`config.mk`:
```
export PLATFORM = sky130hd
export DESIGN_NAME = mlvw_div
export DESIGN_NICKNAME = d
export VERILOG_FILES = /design/src/mlvw_div.sv
export SDC_FILE = /design/constraint.sdc
export NUM_CORES = 2
export LEC_CHECK = 0
export BUFFER_PORTS_ARGS = -buffer_cell sky130_fd_sc_hd__buf_2
export CORE_AREA = 3 3 306 308
export DETAILED_ROUTE_END_ITERATION = 12
export DIE_AREA = 0 0 309 311
export PLACE_DENSITY = 0.85
export SYNTH_ARGS = -nofsm -noshare
export SYNTH_HDL_FRONTEND = slang
export SYNTH_SLANG_ARGS = --single-unit
```
`constraint.sdc`:
```
create_clock -name i_clk -period 5.4 [get_ports i_clk]
set_clock_uncertainty 0.05 [all_clocks]
set_input_delay 0.81 -clock i_clk [delete_from_list [all_inputs] [get_ports i_clk]]
set_output_delay 0.81 -clock i_clk [all_outputs]
set_load 0.05 [all_outputs]
```
`src/mlvw_div.sv`:
```
// ----------------------------------------------------------------------------
// mlvw_div: pipelined restoring divider
// One quotient bit per register stage, one item per cycle, tag carried along.
// ----------------------------------------------------------------------------
module mlvw_div #(
    parameter int DEN_W = 31,
    parameter int Q_W   = 17,
    parameter int TAG_W = 8
) (
    input  logic             i_clk,
    input  logic             i_rst_n,
    input  logic             i_vld,
    input  logic [DEN_W-1:0] i_rem,
    input  logic [Q_W-1:0]   i_lo,
    input  logic [DEN_W-1:0] i_den,
    input  logic [TAG_W-1:0] i_tag,
    output logic             o_vld,
    output logic [Q_W-1:0]   o_quo,
    output logic [TAG_W-1:0] o_tag
);

    logic [DEN_W-1:0] r_rem [Q_W];
    logic [Q_W-1:0]   r_lo  [Q_W];
    logic [DEN_W-1:0] r_den [Q_W];
    logic [TAG_W-1:0] r_tag [Q_W];
    logic [Q_W-1:0]   r_vld;

    for (genvar k = 0; k < Q_W; k++) begin : g_step
        logic [DEN_W-1:0] cur_rem;
        logic [DEN_W-1:0] cur_den;
        logic [Q_W-1:0]   cur_lo;
        logic [TAG_W-1:0] cur_tag;
        logic             cur_vld;
        logic [DEN_W:0]   trial_in;
        logic [DEN_W:0]   trial_sub;
        logic             take;

        if (k == 0) begin : g_first
            assign cur_rem = i_rem;
            assign cur_den = i_den;
            assign cur_lo  = i_lo;
            assign cur_tag = i_tag;
            assign cur_vld = i_vld;
        end else begin : g_next
            assign cur_rem = r_rem[k-1];
            assign cur_den = r_den[k-1];
            assign cur_lo  = r_lo[k-1];
            assign cur_tag = r_tag[k-1];
            assign cur_vld = r_vld[k-1];
        end

        assign trial_in  = {cur_rem, cur_lo[Q_W-1]};
        assign take      = trial_in >= {1'b0, cur_den};
        assign trial_sub = trial_in - {1'b0, cur_den};

        always_ff @(posedge i_clk) begin
            r_rem[k] <= take ? trial_sub[DEN_W-1:0] : trial_in[DEN_W-1:0];
            r_lo[k]  <= {cur_lo[Q_W-2:0], take};
            r_den[k] <= cur_den;
            r_tag[k] <= cur_tag;
        end

        always_ff @(posedge i_clk) begin
            if (!i_rst_n) begin
                r_vld[k] <= 1'b0;
            end else begin
                r_vld[k] <= cur_vld;
            end
        end
    end

    assign o_vld = r_vld[Q_W-1];
    assign o_quo = r_lo[Q_W-1];
    assign o_tag = r_tag[Q_W-1];

endmodule

```
# Yosys cells after proc, flatten, opt, wreduce, memory -nomap -nowiden
# Memory sizes are Yosys's and may differ from the RTL's.
# Index checks and enable logic that the tools add are counted.
classes:
  addsub: 17
  magnitude_cmp: 17
  muxes: 17
op_table:
  columns: ["cell", "count"]
  rows:
  - [">= comparator 32 x 31 -> 1 bit", 17]
  - ["2-to-1 mux 31 bit", 17]
  - ["subtractor 31 bit", 17]
totals:
  regBits: 17
  ram_bits: 1479
  inputBits: 90
  out_inout_bits: 26
  elab_cells: 72
  memories: 4
mem_list:
  columns: ["name", "depth", "width", "rd", "rd_clocked_by_memory_dff", "wr", "line", "rtl"]
  rows:
  - ["r_den", 17, 31, 16, 0, 17, "24", "logic [DEN_W-1:0] r_den [Q_W];"]
  - ["r_rem", 17, 31, 16, 0, 17, "22", "logic [DEN_W-1:0] r_rem [Q_W];"]
  - ["r_lo", 17, 17, 17, 0, 17, "23", "logic [Q_W-1:0] r_lo [Q_W];"]
  - ["r_tag", 17, 8, 17, 0, 17, "25", "logic [TAG_W-1:0] r_tag [Q_W];"]

# Depth between registers and ports, before layout
logic_depth:
  ltp_word: 2
  ltp_mapped: 16
  mapped_depth_nobuf: 14

# Worst setup path before layout
# No wires, ideal clock.
synth_timing:
  kind: "in2reg"
  startpoint: "input port i_lo[16]"
  endpoint: "memory r_rem[0][27]"
  setup_ps: 62
  arrival_ps: 3498
  required_ps: 5288
  slack_ps: 1790
  path_stages: 14
  n_path_buf: 1
  path_cell_list: "inv_1 -> ha_1 -> fa_1 -> nor2b_1 -> o21ai_1 -> a21boi_0 -> o31a_2 -> nor4b_4 -> a21oi_2 -> a311oi_1 -> or2_1 -> buf_4 -> or4b_2 -> nand3_1"
synth_rtl:
  columns: ["element", "line", "rtl"]
  rows:
  - ["from (decl)", "14", "input logic [Q_W-1:0] i_lo,"]
  - ["to (decl)", "22", null]

==> metrics.csv <==
metric;value;unit
antenna_found_initial;3;
power.density_cell_area;693;mW/mm2
postSynthRegisterBits;1434;
critPathKind;reg2reg;
irDropWorstVdd;0.330;mV
synth_async_sr_flop_share;0;%
vias;46000;
critical_path_required;6000;ps
cts_hold_buf;0;
cts_setup_buffers;0;
timing.critical_path.from_type;register;
crit_chain;inv_1, ha_1, fa_1, nand2b_1, a21boi_0, o21ai_0, a2111oi_1, nor3_1, o41ai_1, a21oi_1, o21ai_0, xor2_1, mux2_2;
first_pass_iters;6;
synth.yosys.warnings;0;
first_iter_violations;3781;
die-width;309;um
fin_setup_tns;0;ps
synth_edf_count;0;
achievable-frequency;238;MHz
cts_resized;0;
routed_antenna_nets;0;
overall_power;47.4;mW
io_pins;116;
netlist_instances;6457;
final.fill_count;6327;
cts.root.buffer_cell;sky130_fd_sc_hd__clkbuf_16;
timing.hold.worst.class;in2reg;
port_buffers;115;
gr-usage-all-layers;29.0;%
maxCapViolCount;0;
layout_worst_path_cycle_share;77.8;%
cts_max_level;4;
die_outline_area;0.0961;mm2
num-nets-final;7235;
path_delay_family;compound AO/OA/AOI/OAI gates;
fin_area;0.0684;mm2
gpl_wtd_cong;0.935;
layout-drive-gt1-share;9.26;%
cts_buffers;143;
clk_latency;770;ps
number_of_vias_per_cell_after_detailed_routing;5.82;
timing_max_transition_violations_final;0;
drt_drc_violations_left;0;
setup_viols_final;0;
tritoncts;done;
outcome;complete, no violations;
overflow;0;
critical_path.most_common_cell;sky130_fd_sc_hd__o21ai_0;
power.static_leakage;32.1;nW
synth.avg_cell_area;9.56;um2
synthDistinctLibCells;98;
tightest_slew;1140;ps
combined_area_of_all_synthesized_cells;0.0617;mm2
initial_utilization;67.6;%
grt_first_pass_wirelength;229;mm
hold_viol;0;
routed_wire_length_per_instance;17.9;um
grt_max_degree;52;
clock_sinks;1434;
min_period;4200;ps
crit_slowest_cell;sky130_fd_sc_hd__a2111oi_1;
critical_path_buf_inv_count;1;
synth_top_flop_cell;sky130_fd_sc_hd__dfxtp_1;
buffers_from_clock_root_to_sink_at_most;3;
grt_setup_unrepaired;no;
dp_hpwl;103;mm
critical_path_peak_fanout;3;
placed_area;0.0634;mm2
synth.yosys.seq_area_share;46.5;%
dieHeight;311;um
max_stage_delay;700;ps
cp_capture_type;register;
clk_transition_reported_paths;60;ps
core.rowCount;111;
postSynthNetCount;7090;
syn_to_final_growth;10.8;%
critical_path_arrival;4800;ps
detail_route.wirelength;141;mm
grt_pass1_vias;45600;
core_region;0.0914;mm2
timing.slew.headroom;23.5;%
==> cells in the final DEF (no fill, tap or decap), types with 83 or more instances in the layout <==
cell and instances:
sky130_fd_sc_hd__xnor2_1 245, sky130_fd_sc_hd__a21o_1 282, sky130_fd_sc_hd__nor3_1 83, sky130_fd_sc_hd__o21ai_0 366, sky130_fd_sc_hd__nand3_1 94, sky130_fd_sc_hd__xor2_1 162, sky130_fd_sc_hd__inv_1 641, sky130_fd_sc_hd__clkbuf_16 143
sky130_fd_sc_hd__ha_1 527, sky130_fd_sc_hd__nor2_1 386, sky130_fd_sc_hd__mux2_2 176, sky130_fd_sc_hd__nand2_1 432, sky130_fd_sc_hd__buf_2 115, sky130_fd_sc_hd__a21oi_1 516, sky130_fd_sc_hd__dfxtp_1 1434
==> per-layer routing <==
metal	routed length [um]	track usage [%]	vias up
met5	13	0	-
met4	5070	11.5	2
met3	8290	4.71	345
met2	67200	49.1	1568
met1	60600	36.9	21400
li1	-	-	22600
==> path summary, 6_finish.rpt <==
kind         slack, ps          from  depth (start not counted)       endpoint
max               1200  r_lo[0][152]                         13  r_rem[0][309]
min                 90       i_lo[9]                          1    r_lo[0][10]
max reg2reg       1200  r_lo[0][152]                         13  r_rem[0][309]
min reg2reg        270  r_tag[0][35]                          0   r_tag[0][43]
==> per-stage QoR <==
step / hold WS (ps) / utilization [%] / setup slack [ps] / instances
finish: 93.1 / 74.8 / 1200 / 7904
global route: 57.9 / 74.8 / 994 / 7903
CTS: 31.3 / 74.8 / 1350 / 7903
detailed placement: 262 / 69.4 / 1010 / 7643
global placement: 260 / 69.4 / 1020 / 7643
floorplan: 260 / - / 1790 / 6457
==> cell families (layout without fill, tap and decap cells) <==
group	after synthesis	after routing	share of synthesized area, %
AOI/OAI and AO/OA	1650	1650	16.9
DFF	1434	1434	46.5
muxes	197	197	3.56
and+or+nand+nor	1444	1444	11.2
buffers and inverters	782	1042	4.91
other	0	1	0
adders and majority gates	543	543	11.2
xor gates and xnor gates	407	407	5.77
==> where the power goes <==
part / switching (mW) / internal, mW / total (mW)
registers: 1.66 / 13.6 / 15.2
clock network: 4.30 / 5.90 / 10.2
logic: 12.4 / 9.57 / 21.9
total: 18.3 / 29.0 / 47.4
==> registers in the layout, summed over array words and instances (netlist names) <==
signal	count
g_step.cur_vld	16
r_rem	496
r_lo	289
r_tag	136
o_vld	1
r_den	496
==> final cells by class <==
type                            instances  area [um2]  share of cell area [%]
Inverter                              644        2420                    3.54
Clock inverter                         71         955                    1.40
Antenna cell                            1        2.50                 0.00366
Multi-Input combinational cell       4241       30000                    43.9
Timing Repair Buffer                  138         773                    1.13
Tap cell                             1186        1480                    2.17
Sequential cell                      1434       28700                    42.0
Clock buffer                          189        4000                    5.85
==> synthesized netlist by cell type, types with 83 or more instances <==
| master | count | area (um2) |
|---|---|---|
| sky130_fd_sc_hd__clkbuf_1 | 83 | 312 |
| sky130_fd_sc_hd__dfxtp_1 | 1434 | 28700 |
| sky130_fd_sc_hd__xnor2_1 | 245 | 2150 |
| sky130_fd_sc_hd__nand3_1 | 94 | 470 |
| sky130_fd_sc_hd__o21ai_0 | 366 | 1830 |
| sky130_fd_sc_hd__nor3_1 | 83 | 415 |
| sky130_fd_sc_hd__mux2_2 | 176 | 1980 |
| sky130_fd_sc_hd__nand2_1 | 432 | 1620 |
| sky130_fd_sc_hd__ha_1 | 527 | 6590 |
| sky130_fd_sc_hd__xor2_1 | 162 | 1420 |
| sky130_fd_sc_hd__nor2_1 | 387 | 1450 |
| sky130_fd_sc_hd__a21o_1 | 282 | 2120 |
| sky130_fd_sc_hd__inv_1 | 641 | 2410 |
| sky130_fd_sc_hd__a21oi_1 | 516 | 2580 |
==> worst reg2reg max path, delay by kind of cell (launching register included) <==
family	cells	cell delay, ps
AOI/OAI and AO/OA	6	2280
adders and majority gates	2	610
and+or+nand+nor	2	370
DFF	1	310
muxes	1	280
xor gates and xnor gates	1	140
buffers and inverters	1	50
(Power assumes the default switching activity.)
